[config.mk]
export PLATFORM = sky130hd
export DESIGN_NAME = dkpt_ctrl
export DESIGN_NICKNAME = d
export VERILOG_FILES = /design/src/rtl/dkpt_pkg.sv /design/src/rtl/dkpt_ctrl.sv
export SDC_FILE = /design/constraint.sdc
export NUM_CORES = 1
export LEC_CHECK = 0
export BUFFER_PORTS_ARGS = -buffer_cell sky130_fd_sc_hd__buf_4
export CAP_MARGIN = 20
export CORE_MARGIN = 2
export CORE_UTILIZATION = 45
export DETAILED_ROUTE_END_ITERATION = 8
export GPL_ROUTABILITY_DRIVEN = 0
export PLACE_DENSITY = 0.7
export SLEW_MARGIN = 20
export SYNTH_ARGS = -nofsm -noshare
export SYNTH_HDL_FRONTEND = slang
export SYNTH_SLANG_ARGS = --single-unit
[constraint.sdc]
create_clock -name clk -period 2 [get_ports clk]
set_input_delay 0.2 -clock clk [delete_from_list [all_inputs] [get_ports clk]]
set_output_delay 0.2 -clock clk [all_outputs]
set_load 0.005 [all_outputs]
[src/rtl/dkpt_pkg.sv]
// Shared types, constants and saturation helpers for the damped Kalman position tracker.
// No dependencies; every module of the tracker imports this package.
package dkpt_pkg;

  localparam int unsigned CfgIdxW = 3;

  localparam logic [CfgIdxW-1:0] CFG_ACCEL_NOISE   = 3'd0;
  localparam logic [CfgIdxW-1:0] CFG_DAMPING       = 3'd1;
  localparam logic [CfgIdxW-1:0] CFG_FULL_NOISE    = 3'd2;
  localparam logic [CfgIdxW-1:0] CFG_BIN_SCALE     = 3'd3;
  localparam logic [CfgIdxW-1:0] CFG_BIAS_LOW      = 3'd4;
  localparam logic [CfgIdxW-1:0] CFG_BIAS_HIGH     = 3'd5;
  localparam logic [CfgIdxW-1:0] CFG_VARIANCE_LOW  = 3'd6;
  localparam logic [CfgIdxW-1:0] CFG_VARIANCE_HIGH = 3'd7;

  localparam logic [31:0] ACCEL_NOISE_RST = 32'd16777;
  localparam logic [16:0] DAMPING_RST     = 17'd65536;
  localparam logic [31:0] FULL_NOISE_RST  = 32'd1677722;
  localparam logic [15:0] BIN_SCALE_RST   = 16'd4096;
  localparam logic [59:0] VAR_LOW_RST     = {20'h10000, 20'h10000, 20'h10000};
  localparam logic [39:0] VAR_HIGH_RST    = {20'h10000, 20'h10000};

  localparam logic [23:0] FLUX_EDGE0 = 24'd5000;
  localparam logic [23:0] FLUX_EDGE1 = 24'd10000;
  localparam logic [23:0] FLUX_EDGE2 = 24'd16000;
  localparam logic [23:0] FLUX_EDGE3 = 24'd22000;

  localparam logic signed [39:0] ONE_Q24 = 40'sd16777216;
  localparam logic signed [63:0] COV_MAX = 64'sd549755813887;
  localparam logic signed [63:0] S32_MAX = 64'sd2147483647;
  localparam logic signed [63:0] S32_MIN = -64'sd2147483648;

  localparam logic [3:0] MOP_VEL_DAMP = 4'd0;
  localparam logic [3:0] MOP_SUM_DAMP = 4'd1;
  localparam logic [3:0] MOP_CV_DAMP  = 4'd2;
  localparam logic [3:0] MOP_T_DAMP   = 4'd3;
  localparam logic [3:0] MOP_K0E      = 4'd4;
  localparam logic [3:0] MOP_K1E      = 4'd5;
  localparam logic [3:0] MOP_P00      = 4'd6;
  localparam logic [3:0] MOP_P01      = 4'd7;
  localparam logic [3:0] MOP_K1P01    = 4'd8;

  typedef struct packed {
    logic       capture;
    logic       init;
    logic       pred_upd;
    logic       prep;
    logic       sum;
    logic       mul_start;
    logic [3:0] mop;
    logic       div_start;
    logic       div_sel;
    logic       corr_upd;
    logic       out_load;
  } cmd_t;

  typedef struct packed {
    logic locked;
    logic full;
    logic bright;
    logic s_pos;
    logic mul_done;
    logic div_done;
    logic out_free;
  } status_t;

  function automatic logic signed [31:0] sat32(input logic signed [63:0] x);
    logic signed [31:0] r;
    if (x > S32_MAX) r = 32'sh7FFFFFFF;
    else if (x < S32_MIN) r = 32'sh80000000;
    else r = x[31:0];
    return r;
  endfunction

  function automatic logic signed [39:0] satc(input logic signed [63:0] x);
    logic signed [39:0] r;
    if (x > COV_MAX) r = COV_MAX[39:0];
    else if (x < -COV_MAX) r = 40'(-COV_MAX);
    else r = x[39:0];
    return r;
  endfunction

  function automatic logic [63:0] mag64(input logic signed [63:0] x);
    logic [63:0] r;
    r = x[63] ? 64'(-x) : 64'(x);
    return r;
  endfunction

endpackage

[src/rtl/dkpt_ctrl.sv]
// Controller state machine that sequences capture, prediction, gain division and correction.
// Uses dkpt_pkg; drives the datapath through cmd_t and reads status_t.
module dkpt_ctrl (
  input  logic              clk,
  input  logic              rst,
  input  logic              meas_valid,
  output logic              busy,
  output dkpt_pkg::cmd_t    cmd,
  input  dkpt_pkg::status_t status
);
  import dkpt_pkg::*;

  localparam logic [3:0] S_IDLE      = 4'd0;
  localparam logic [3:0] S_BRANCH    = 4'd1;
  localparam logic [3:0] S_MUL_ISSUE = 4'd2;
  localparam logic [3:0] S_MUL_WAIT  = 4'd3;
  localparam logic [3:0] S_PRED_UPD  = 4'd4;
  localparam logic [3:0] S_PREP      = 4'd5;
  localparam logic [3:0] S_SUM       = 4'd6;
  localparam logic [3:0] S_DIV_ISSUE = 4'd7;
  localparam logic [3:0] S_DIV_WAIT  = 4'd8;
  localparam logic [3:0] S_CORR_UPD  = 4'd9;
  localparam logic [3:0] S_DONE      = 4'd10;

  logic [3:0] state, state_next, mop, mop_next;
  logic       dsel, dsel_next;

  always_comb begin
    state_next = state;
    mop_next   = mop;
    dsel_next  = dsel;
    cmd        = '0;
    cmd.mop    = mop;
    cmd.div_sel = dsel;
    unique case (state)
      S_IDLE: begin
        cmd.capture = meas_valid;
        if (meas_valid) state_next = S_BRANCH;
      end
      S_BRANCH: begin
        if (!status.locked) begin
          cmd.init   = status.full;
          state_next = S_DONE;
        end else begin
          mop_next   = MOP_VEL_DAMP;
          state_next = S_MUL_ISSUE;
        end
      end
      S_MUL_ISSUE: begin
        cmd.mul_start = 1'b1;
        state_next    = S_MUL_WAIT;
      end
      S_MUL_WAIT: begin
        if (status.mul_done) begin
          if (mop == MOP_T_DAMP) begin
            state_next = S_PRED_UPD;
          end else if (mop == MOP_K1P01) begin
            state_next = S_CORR_UPD;
          end else begin
            mop_next   = mop + 4'd1;
            state_next = S_MUL_ISSUE;
          end
        end
      end
      S_PRED_UPD: begin
        cmd.pred_upd = 1'b1;
        state_next   = (status.full || status.bright) ? S_PREP : S_DONE;
      end
      S_PREP: begin
        cmd.prep   = 1'b1;
        state_next = S_SUM;
      end
      S_SUM: begin
        cmd.sum    = 1'b1;
        dsel_next  = 1'b0;
        state_next = S_DIV_ISSUE;
      end
      S_DIV_ISSUE: begin
        if (!status.s_pos) begin
          state_next = S_DONE;
        end else begin
          cmd.div_start = 1'b1;
          state_next    = S_DIV_WAIT;
        end
      end
      S_DIV_WAIT: begin
        if (status.div_done) begin
          if (dsel) begin
            mop_next   = MOP_K0E;
            state_next = S_MUL_ISSUE;
          end else begin
            dsel_next  = 1'b1;
            state_next = S_DIV_ISSUE;
          end
        end
      end
      S_CORR_UPD: begin
        cmd.corr_upd = 1'b1;
        state_next   = S_DONE;
      end
      S_DONE: begin
        if (status.out_free) begin
          cmd.out_load = 1'b1;
          state_next   = S_IDLE;
        end
      end
      default: state_next = S_IDLE;
    endcase
  end

  always_ff @(posedge clk) begin
    if (rst) begin
      state <= S_IDLE;
      mop   <= MOP_VEL_DAMP;
      dsel  <= 1'b0;
    end else begin
      state <= state_next;
      mop   <= mop_next;
      dsel  <= dsel_next;
    end
  end

  assign busy = (state != S_IDLE);

  a_load_free: assert property (@(posedge clk) disable iff (rst)
    cmd.out_load |-> status.out_free)
    else $error("Result loaded over one not yet transferred.");

  a_mul_wait: assert property (@(posedge clk) disable iff (rst)
    status.mul_done |-> state == S_MUL_WAIT)
    else $error("Multiplier finished outside its wait state.");

  a_div_wait: assert property (@(posedge clk) disable iff (rst)
    status.div_done |-> state == S_DIV_WAIT)
    else $error("Divider finished outside its wait state.");

  a_one_unit: assert property (@(posedge clk) disable iff (rst)
    !(cmd.mul_start && cmd.div_start))
    else $error("Multiplier and divider started together.");

endmodule

### After elaboration in Yosys (flattened, before gate mapping)

Cells that the tools add are included.

* register bits: 9
* input port bits: 10
* output and inout port bits: 15
* word-level logic and storage cells: 64

* add/sub/neg operators: 1
* equality and inequality tests: 20
* mux-type cells: 32
* reductions and logical operators: 8

Operators with widths (count)
* $mux 4: 14
* $pmux 4 s11: 1
* $eq 4x3->1 const B: 4
* $eq 4x4->1 const B: 4
* $ne 2x2->1 const B: 8
* $mux 1: 13
* $eq 4x2->1 const B: 3
* $pmux 4 s3: 1
* $reduce_and 7->1: 1
* $add 4x1->4 const B: 1
* $eq 4x1->1 const B: 1
* $logic_not 4->1: 1
* $reduce_and 4->1: 1
* $reduce_bool 4->1: 1
* $mux 3: 1
* $reduce_bool 3->1: 1
* $mux 2: 1
* $pmux 1 s2: 1
* $reduce_and 2->1: 1
* $reduce_bool 2->1: 1
* $logic_or 1x1->1: 1

### Depth between registers and ports, before layout

Gate-level depths: netlist (run 1).

* word-level depth: 5
* depth in mapped cells: 7
* depth with buffers taken out: 7

### Worst setup path before layout (run 1)

No wires, ideal clock.

* path kind: register to register
* start point: register mop[0]
* end point: register mop[2]
* library setup time: 0.070 ns
* data arrival time: 1.867 ns
* data required time: 1.930 ns
* path slack: 0.063 ns
* cell stages (with the launch flop): 8
* buffers on the path: 0
* period minus slack after synthesis: 1.937 ns
* cell sequence: dfxtp_1 inv_1 ha_1 and3b_4 a2111oi_4 o21ai_2 or4_1 a21oi_1

* word-level cells in the longest chain between the ends: 5
* elaborated cells on any way between the ends: 10
* those cells by class: add/sub: 1; eq/ne: 4; mux: 4; reduce/logical: 1

Ends and longest elaborated chain
* from (decl): RTL line dkpt_ctrl.sv:25 `logic [3:0] state, state_next, mop, mop_next;`
* from (signal assigned): RTL line dkpt_ctrl.sv:118 `mop <= mop_next;`
* $add 4x1->4: RTL line dkpt_ctrl.sv:60 `mop_next = mop + 4'd1;`
* $mux 4: RTL line dkpt_ctrl.sv:57 `end else if (mop == MOP_K1P01) begin`
* $mux 4: RTL line dkpt_ctrl.sv:55 `if (mop == MOP_T_DAMP) begin`
* $mux 4: RTL line dkpt_ctrl.sv:54 `if (status.mul_done) begin`
* $pmux 4 s3: RTL line dkpt_ctrl.sv:35 `unique case (state)`

Several ways; a longest one is shown, not always the timed one. The select of a mux whose other input is x is not followed.
A chain may end at the register's enable or synchronous reset.

### Worst setup path after layout (run 1)

Ends and elaborated chain as after synthesis.

==> results_dict.tcl, run 1 <==
set metrics [dict create \
    seq_power_share 0.249 \
    clock_tree.htree_level_count 1 \
    fill_cells 153 \
    setup_violations 0 \
    finClkSkew_ns 0.0153 \
    hold_viol_final 0 \
    post_drt_via_cell_ratio 5.64 \
    syn-num-nets 124 \
    design_area_um2 1110 \
    synth-edff-count 0 \
    p_leak_nw 0.449 \
    timing.final.max_slew_violations 0 \
    clockBufferDepth 2 \
    max_freq_ghz 0.517 \
    synth_seq_cells 9 \
    max_stage_delay_ns 0.48 \
    critical_path.startpoint_type "flip-flop" \
    preCtsSetupSlack_ns 0.0769 \
    die_h_um 46.2 \
    final_cells 169 \
    drive_above_1_share 0.319 \
    cts_tree "yes" \
    core.rowCount 15 \
    clockRootBuffer "clkbuf_4" \
    diodes 0 \
    synthArstFlopShare 0 \
    yosys.area.top_type_share 0.225 \
    grt_pass1_vias 823 \
    grtUsageTotal 0.241 \
    antenna_found_initial 0 \
    die-area_um2 2140 \
    final_util 0.650 \
    yosysTopAreaCell "dfxtp_1" \
    ys.flop_type "dfxtp_1" \
    total_power_mw 1.22 \
    holdWs_ns 0.169 \
    p_comb_frac 0.626 \
    crit_fanout 7 \
    critPathRequiredTime_ns 2.21 \
    synth_area_leaders "dfxtp_1, nor3_1, nor2_1" \
    placed_cells 165 \
    worst_ir_drop_vdd_mv 0.695 \
    switchingPower_uw 556 \
    relSlewSlack 0.737 \
    dr.pass1.iters 4 \
    crit_arrival_ns 2.15 \
    routed_wl_mm 2.27 \
    pwr-share-clk 0.125 \
    cts_setup_buffers 0 \
    chipWidth_um 46.2 \
    outcome "completed" \
    grt_pass1_wl_mm 3.71 \
    start_util 0.470 \
    post_cts_resize_count 0 \
    overflow 0 \
    path_cells "inv_1 -> ha_1 -> and3b_4 -> a2111oi_4 -> o21ai_2 -> or4_1 -> a21oi_1" \
    clk_latency_ns 0.28 \
    synth.yosys.seq_area_share 0.225 \
    core_area_um2 1710 \
    wire_per_inst_um 13.4 \
    ys_types 37 \
    min_period_ns 1.93 \
    numCtsBuffers 3 \
    syn_to_final_growth_pct 38.4 \
    tightestPinTransition_ns 0.394 \
    maxCapViolations 0 \
    post-route-period-util 0.967 \
    crit_path_end_kind "flip-flop" \
    setup_ws_ns 0.0663 \
    slowest_stage "or4_1" \
    syn_inst 112 \
    finalSetupTns_ns 0 \
    cts_sinks 9 \
    dpl_cell_area_um2 1070 \
    remaining_drc_errors 0 \
    p_sw_frac 0.457 \
    synth_area_um2 802 \
    path_class "flip-flop to flip-flop" \
    drt_iter0_markers 24 \
    detail-route-antenna-nets 0 \
    grt_start_max_net_pins 16 \
    ios 25 \
    min_path_type "primary input to flip-flop" \
    p_int_uw 660 \
    avgSynthCellArea_um2 7.16 \
    rsz0062_at_grt "false" \
    nets 157 \
    p_per_area_nw_per_um2 1100 \
    ys_warn_count 0 \
    dp_hpwl_mm 1.68 \
    clk_transition_reported_paths_ns 0.08 \
    postCtsHoldBufs 0 \
    io_buffers 24 \
    vias 954 \
]
routing by layer:
metal,vias to the layer above,track usage,wire length (um)
li1,478,-,-
met1,430,0.333,1020
met2,42,0.364,1050
met3,4,0.0353,179
met4,0,0.109,17
met5,-,0,0
power by group through the flow:
stage / sequential (mW) / clock, mW / combinational [mW]
finish: 0.303 / 0.152 / 0.762
global route: 0.308 / 0.166 / 0.846
CTS: 0.298 / 0.153 / 0.756
detailed placement: 0.301 / 0 / 0.751
global placement: 0.302 / 0 / 0.744
floorplan: 0.265 / 0 / 0.493
worst paths after layout:
check | start | endpoint | slack (ns) | cells after the start
worst max register to register | mop[0] | mop[2] | 0.07 | 7
worst min register to register | dsel | dsel | 0.62 | 3
worst min-delay path | rst | mop[2] | 0.17 | 2
worst max-delay path | mop[0] | mop[2] | 0.07 | 7
logic make-up after synthesis:
family          synth area share
mux                       0.0250
simple gates               0.363
buf+inv                   0.0811
xor+xnor                  0.0109
flops                      0.225
fa+ha+maj                 0.0312
compound gates             0.264
sequential cells by signal, indices dropped and copies added (netlist names):
signal and flops:
state 4, mop 4, dsel 1
area by class of cell:
type / instances / area, um2 / area share
inverters: 8 / 30.0 / 0.0271
clock buffers: 4 / 26.3 / 0.0237
repair buffers: 36 / 270 / 0.244
flip-flops and latches: 9 / 180 / 0.162
multi-input cells: 87 / 572 / 0.515
well taps: 25 / 31.3 / 0.0282
placed cells by master, fill, tap and decap left out, types with 3 or more instances in the layout:
| master | instances |
|---|---|
| nor2_1 | 12 |
| nor4b_1 | 4 |
| a21oi_1 | 6 |
| dfxtp_1 | 9 |
| nor3_1 | 9 |
| o21ai_0 | 7 |
| or4_1 | 3 |
| buf_4 | 36 |
| nand2_1 | 8 |
| clkbuf_4 | 3 |
| nand2b_1 | 3 |
| inv_1 | 8 |
synthesized netlist by cell type (all sizes together) (3+ instances only):
| cell | n |
|---|---|
| a21oi | 7 |
| buf | 4 |
| clkbuf | 4 |
| dfxtp | 9 |
| inv | 8 |
| nand2 | 8 |
| nand2b | 3 |
| nor2 | 12 |
| nor3 | 9 |
| nor4b | 5 |
| o21ai | 8 |
| or4 | 3 |
worst max-delay path: cells and delay by family (launching register included):
family                   cells  cell delay [ns]
buffers and inverters        1             0.04
flip-flops                   1             0.33
adder cells (fa/ha/maj)      1             0.20
AND/OR/NAND/NOR              2             0.68
AO/OA/AOI/OAI                3             0.64
Note: power is estimated with default switching activity, not from simulation.
==> inputs of run 2 (changes only) <==
--- a/config.mk
+++ b/config.mk
@@ -7,12 +7,10 @@
 export LEC_CHECK = 0
 export BUFFER_PORTS_ARGS = -buffer_cell sky130_fd_sc_hd__buf_4
 export CAP_MARGIN = 20
-export CORE_MARGIN = 2
 export CORE_UTILIZATION = 45
 export DETAILED_ROUTE_END_ITERATION = 8
 export GPL_ROUTABILITY_DRIVEN = 0
 export PLACE_DENSITY = 0.7
-export SLEW_MARGIN = 20
 export SYNTH_ARGS = -nofsm -noshare
 export SYNTH_HDL_FRONTEND = slang
 export SYNTH_SLANG_ARGS = --single-unit
==> results_dict.tcl, run 2 (synthesis gave the netlist of run 1 again) <==
set metrics [dict create \
    wire_per_inst_um 14.5 \
    drive_above_1_share 0.331 \
    outcome "completed" \
    fill_cells 130 \
    reg_top3 "mop x4, state x4, dsel x1" \
    drt_iter0_markers 38 \
    critical_path.startpoint_type "flip-flop" \
    hp-start "rst" \
    final_cells 161 \
    p_int_uw 669 \
    clk_latency_ns 0.26 \
    min_path_type "primary input to flip-flop" \
    finClkSkew_ns 0.00288 \
    diodes 0 \
    cts_sinks 9 \
    detail-route-antenna-nets 0 \
    preCtsSetupSlack_ns 0.0479 \
    pwr-share-clk 0.117 \
    die_h_um 44.2 \
    switchingPower_uw 559 \
    layout_commonest_cell "buf_4" \
    grt_pass1_vias 820 \
    dr.pass1.iters 4 \
    timing.rr.end "mop[2]" \
    hold_viol_final 0 \
    clockBufferDepth 2 \
    min_period_ns 1.92 \
    rsz0062_at_grt "false" \
    core.rowCount 14 \
    r2r_slack_ns 0.08 \
    tightestPinTransition_ns 0.395 \
    remaining_drc_errors 0 \
    dp_hpwl_mm 1.76 \
    crit_path_end_kind "flip-flop" \
    ios 25 \
    overflow 0 \
    holdWs_ns 0.176 \
    nets 158 \
    chipWidth_um 44.2 \
    hold_depth 2 \
    syn_to_final_growth_pct 37.9 \
    crit_fanout 7 \
    timing.final.max_slew_violations 0 \
    core_area_um2 1580 \
    post-route-period-util 0.959 \
    routed_wl_mm 2.34 \
    crit_arrival_ns 2.12 \
    setup_violations 0 \
    vias 972 \
    p_per_area_nw_per_um2 1110 \
    numCtsBuffers 3 \
    relSlewSlack 0.734 \
    postCtsHoldBufs 0 \
    worst_ir_drop_vdd_mv 0.732 \
    p_leak_nw 0.454 \
    finalSetupTns_ns 0 \
    maxCapViolations 0 \
    start_util 0.509 \
    die-area_um2 1950 \
    cts_tree "yes" \
    max_freq_ghz 0.521 \
    grtUsageTotal 0.264 \
    setup_ws_ns 0.0820 \
    reg2reg_depth 7 \
    placed_cells 156 \
    clockRootBuffer "clkbuf_4" \
    min_to "mop[2]" \
    final_cell_mix "buf_4, nor2_1, nor3_1" \
    reg2reg_from "mop[0]" \
    seq_power_share 0.234 \
    antenna_found_initial 0 \
    grt_pass1_wl_mm 3.84 \
    io_buffers 24 \
    clk_transition_reported_paths_ns 0.07 \
    p_comb_frac 0.649 \
    grt_start_max_net_pins 16 \
    clock_tree.htree_level_count 1 \
    total_power_mw 1.23 \
    p_sw_frac 0.455 \
    critPathRequiredTime_ns 2.20 \
    post_drt_via_cell_ratio 6.04 \
    path_class "flip-flop to flip-flop" \
]
[run 2: per-stage QoR]
stage | area [um2] | util
floorplan | 802 | -
global placement | 1060 | 0.671
detailed placement | 1060 | 0.671
CTS | 1080 | 0.687
global route | 1110 | 0.702
finish | 1110 | 0.702
[run 2: critical path: stages (launching register included)]
cell       delay (ns)
dfxtp_1          0.33
inv_1            0.05
ha_1             0.20
and3b_4          0.20
a2111oi_4        0.30
o21ai_2          0.14
or4_4            0.50
a21oi_2          0.14
[run 2: worst max path at each step]
stage                       from      to  slack [ns]  depth (start not counted)
after floorplan           mop[0]  mop[2]        0.06                          7
final                     mop[0]  mop[2]        0.08                          7
after global routing      mop[0]  mop[2]        0.01                          7
after global placement    mop[0]  mop[2]        0.14                          7
after CTS                 mop[0]  mop[2]        0.04                          7
after detailed placement  mop[0]  mop[2]        0.05                          7
[run 2: power by group through the flow]
stage	logic, mW	clock network, mW	registers [mW]
after floorplan	0.493	0	0.265
after global placement	0.760	0	0.289
after detailed placement	0.766	0	0.289
after CTS	0.770	0.146	0.284
after global routing	0.879	0.155	0.296
final	0.797	0.144	0.287
[run 2: layout make-up]
class	instances	area (um2)	area share
Clock buffer	4	26.3	0.0238
Inverter	8	30.0	0.0271
Multi-Input combinational cell	87	571	0.516
Sequential cell	9	181	0.164
Tap cell	16	20.0	0.0181
Timing Repair Buffer	37	278	0.251
[run 2: timing repair]
item | 4_1_cts | 5_1_grt
buffers inserted | 0 | 1
endpoints found under the setup margin | 0 | 3
gates resized for setup | 0 | 4
[run 2: routing by layer]
layer  wire, um  track usage
met5          0            0
met2       1140        0.409
met4         10       0.0848
met1       1050        0.382
met3        138       0.0286
==> inputs of run 3 (changes only) <==
--- a/config.mk
+++ b/config.mk
@@ -5,9 +5,10 @@
 export SDC_FILE = /design/constraint.sdc
 export NUM_CORES = 1
 export LEC_CHECK = 0
+export ABC_AREA = 1
 export BUFFER_PORTS_ARGS = -buffer_cell sky130_fd_sc_hd__buf_4
 export CAP_MARGIN = 20
-export CORE_UTILIZATION = 45
+export CORE_UTILIZATION = 44
 export DETAILED_ROUTE_END_ITERATION = 8
 export GPL_ROUTABILITY_DRIVEN = 0
 export PLACE_DENSITY = 0.7
==> results_dict.tcl, run 3 <==
set metrics [dict create \
    fill_cells 178 \
    die-area_um2 1870 \
    crit_path_end_kind "flip-flop" \
    setup_ws_ns 0.392 \
    clk_transition_reported_paths_ns 0.06 \
    diodes 0 \
    p_int_uw 539 \
    grt_start_max_net_pins 10 \
    nets 167 \
    detail-route-antenna-nets 0 \
    drt_iter0_markers 22 \
    maxCapViolations 0 \
    yosysMostFrequentCell "nand2_1" \
    tightestPinTransition_ns 0.280 \
    hold_viol_final 0 \
    syn_to_final_growth_pct 28.8 \
    critical_path.startpoint_type "flip-flop" \
    ys_warn_count 0 \
    post-route-period-util 0.804 \
    timing.rr.end "mop[1]" \
    synthArstFlopShare 0 \
    final_cells 170 \
    synth.top_cells.by_count "nand2_1, inv_1, nor2_1" \
    synth_area_um2 747 \
    cts_setup_buffers 0 \
    postCtsHoldBufs 0 \
    placed_cells 166 \
    post_drt_via_cell_ratio 5.12 \
    dp_hpwl_mm 1.55 \
    reg2reg_from "mop[0]" \
    grt_pass1_vias 751 \
    antenna_found_initial 0 \
    grt_pass1_wl_mm 3.08 \
    min_period_ns 1.61 \
    avgSynthCellArea_um2 5.84 \
    syn-num-nets 140 \
    critPathRequiredTime_ns 2.19 \
    final_cell_mix "nand2_1, buf_4, inv_1, nor2_1, nand3_1" \
    vias 871 \
    total_power_mw 1.02 \
    reg2reg_depth 11 \
    start_util 0.485 \
    design_area_um2 962 \
    core_area_um2 1540 \
    synth_area_leaders "dfxtp_1, nand2_1, nand3_1" \
    hp-start "rst" \
    timing.final.max_slew_violations 0 \
    path_class "flip-flop to flip-flop" \
    dr.pass1.iters 4 \
    ys_types 20 \
    synth-edff-count 0 \
    preCtsSetupSlack_ns 0.456 \
    synth.yosys.seq_area_share 0.241 \
    clk_latency_ns 0.25 \
    io_buffers 24 \
    reg_top3 "mop x4, state x4, dsel x1" \
    hold_depth 2 \
    dpl_cell_area_um2 936 \
    min_path_type "primary input to flip-flop" \
    r2r_slack_ns 0.39 \
    post_cts_resize_count 0 \
    rsz0062_at_grt "false" \
    p_sw_frac 0.473 \
    remaining_drc_errors 0 \
    routed_wl_mm 1.90 \
    core.rowCount 14 \
    grtUsageTotal 0.213 \
    p_leak_nw 0.545 \
    crit_arrival_ns 1.80 \
    crit_fanout 6 \
    finClkSkew_ns 0.00225 \
    p_comb_frac 0.594 \
    relSlewSlack 0.813 \
    ios 25 \
    yosysTopAreaCell "dfxtp_1" \
    chipWidth_um 43.2 \
    pwr-share-clk 0.133 \
    clock_tree.htree_level_count 1 \
    synth_seq_cells 9 \
    max_freq_ghz 0.622 \
    cts_tree "yes" \
    p_per_area_nw_per_um2 1060 \
    drive_above_1_share 0.253 \
    finalSetupTns_ns 0 \
    worst_ir_drop_vdd_mv 0.641 \
    die_h_um 43.2 \
    yosys.area.top_type_share 0.241 \
    clockBufferDepth 2 \
    syn_inst 128 \
    ys.flop_type "dfxtp_1" \
    numCtsBuffers 3 \
    cts_sinks 9 \
    switchingPower_uw 483 \
    min_to "mop[1]" \
    overflow 0 \
    layout_commonest_cell "nand2_1" \
    wire_per_inst_um 11.2 \
    setup_violations 0 \
    seq_power_share 0.273 \
    clockRootBuffer "clkbuf_4" \
    outcome "completed" \
]
-- run 3: cell count changes in the layout (fill, tap and decap cells not counted), moves of 3 or more --
cell / before / now
buf_4: 37 / 24
nor2_1: 12 / 16
o21ai_0: 7 / 4
nor4b_1: 4 / 0
inv_1: 8 / 17
nor2_4: 0 / 3
nand3_1: 2 / 15
nor2_2: 0 / 5
nor3_1: 9 / 1
nand2b_1: 3 / 0
nand2_1: 8 / 36
-- run 3: worst max-delay path by stage --
stage | start | to | slack [ns] | cells after the start
3_5_place_dp | mop[0] | mop[1] | 0.46 | 11
5_1_grt | state[0] | cmd[12] | 0.28 | 5
6_report | mop[0] | mop[1] | 0.39 | 11
4_1_cts | state[0] | cmd[12] | 0.42 | 5
2_1_floorplan | mop[0] | mop[0] | 0.62 | 10
3_3_place_gp | mop[0] | mop[1] | 0.57 | 11
-- run 3: final cells by class --
| type | instances | area [um2] | share of cell area |
|---|---|---|---|
| flip-flops and latches | 9 | 180 | 0.187 |
| well taps | 16 | 20.0 | 0.0208 |
| multi-input cells | 98 | 484 | 0.503 |
| repair buffers | 24 | 180 | 0.187 |
| inverters | 19 | 71.3 | 0.0741 |
| clock buffers | 4 | 26.3 | 0.0273 |
-- run 3: kinds of logic after synthesis --
kind of cell	synth area share
fa+ha+maj	0.0335
simple gates	0.523
compound gates	0.0804
xor+xnor	0.0117
flops	0.241
buf+inv	0.111
-- run 3: metal layers --
layer / wire, um / GRT usage / part of all wire / vias to the layer above
met1: 881 / 0.296 / 0.46 / 385
met2: 875 / 0.346 / 0.46 / 31
li1: - / - / - / 453
met5: 0 / 0 / 0 / -
met3: 138 / 0.0128 / 0.072 / 2
met4: 9 / 0.0727 / 0.0047 / 0
-- run 3: metrics by stage --
| step | util | hold WS (ns) |
|---|---|---|
| final | 0.624 | 0.181 |
| after global routing | 0.624 | 0.170 |
| after CTS | 0.624 | 0.171 |
| after detailed placement | 0.607 | 0.443 |
| after global placement | 0.607 | 0.439 |
| after floorplan | - | 0.364 |
-- run 3: critical path, cell delays in order (launching register included) --
cell and delay (ns):
dfxtp_1 0.44, inv_1 0.08, ha_1 0.20, nand3_1 0.11, inv_1 0.05, nand2_1 0.10
nand2_1 0.07, nor2_2 0.18, nand2_2 0.11, nand2_1 0.08, nand2_1 0.06, nor2_2 0.07
-- run 3: power groups by stage --
| stage | combinational, mW | sequential (mW) | clock [mW] |
|---|---|---|---|
| after floorplan | 0.411 | 0.274 | 0 |
| after global placement | 0.592 | 0.281 | 0 |
| after detailed placement | 0.602 | 0.283 | 0 |
| after CTS | 0.604 | 0.279 | 0.143 |
| after global routing | 0.673 | 0.289 | 0.154 |
| final | 0.607 | 0.279 | 0.135 |
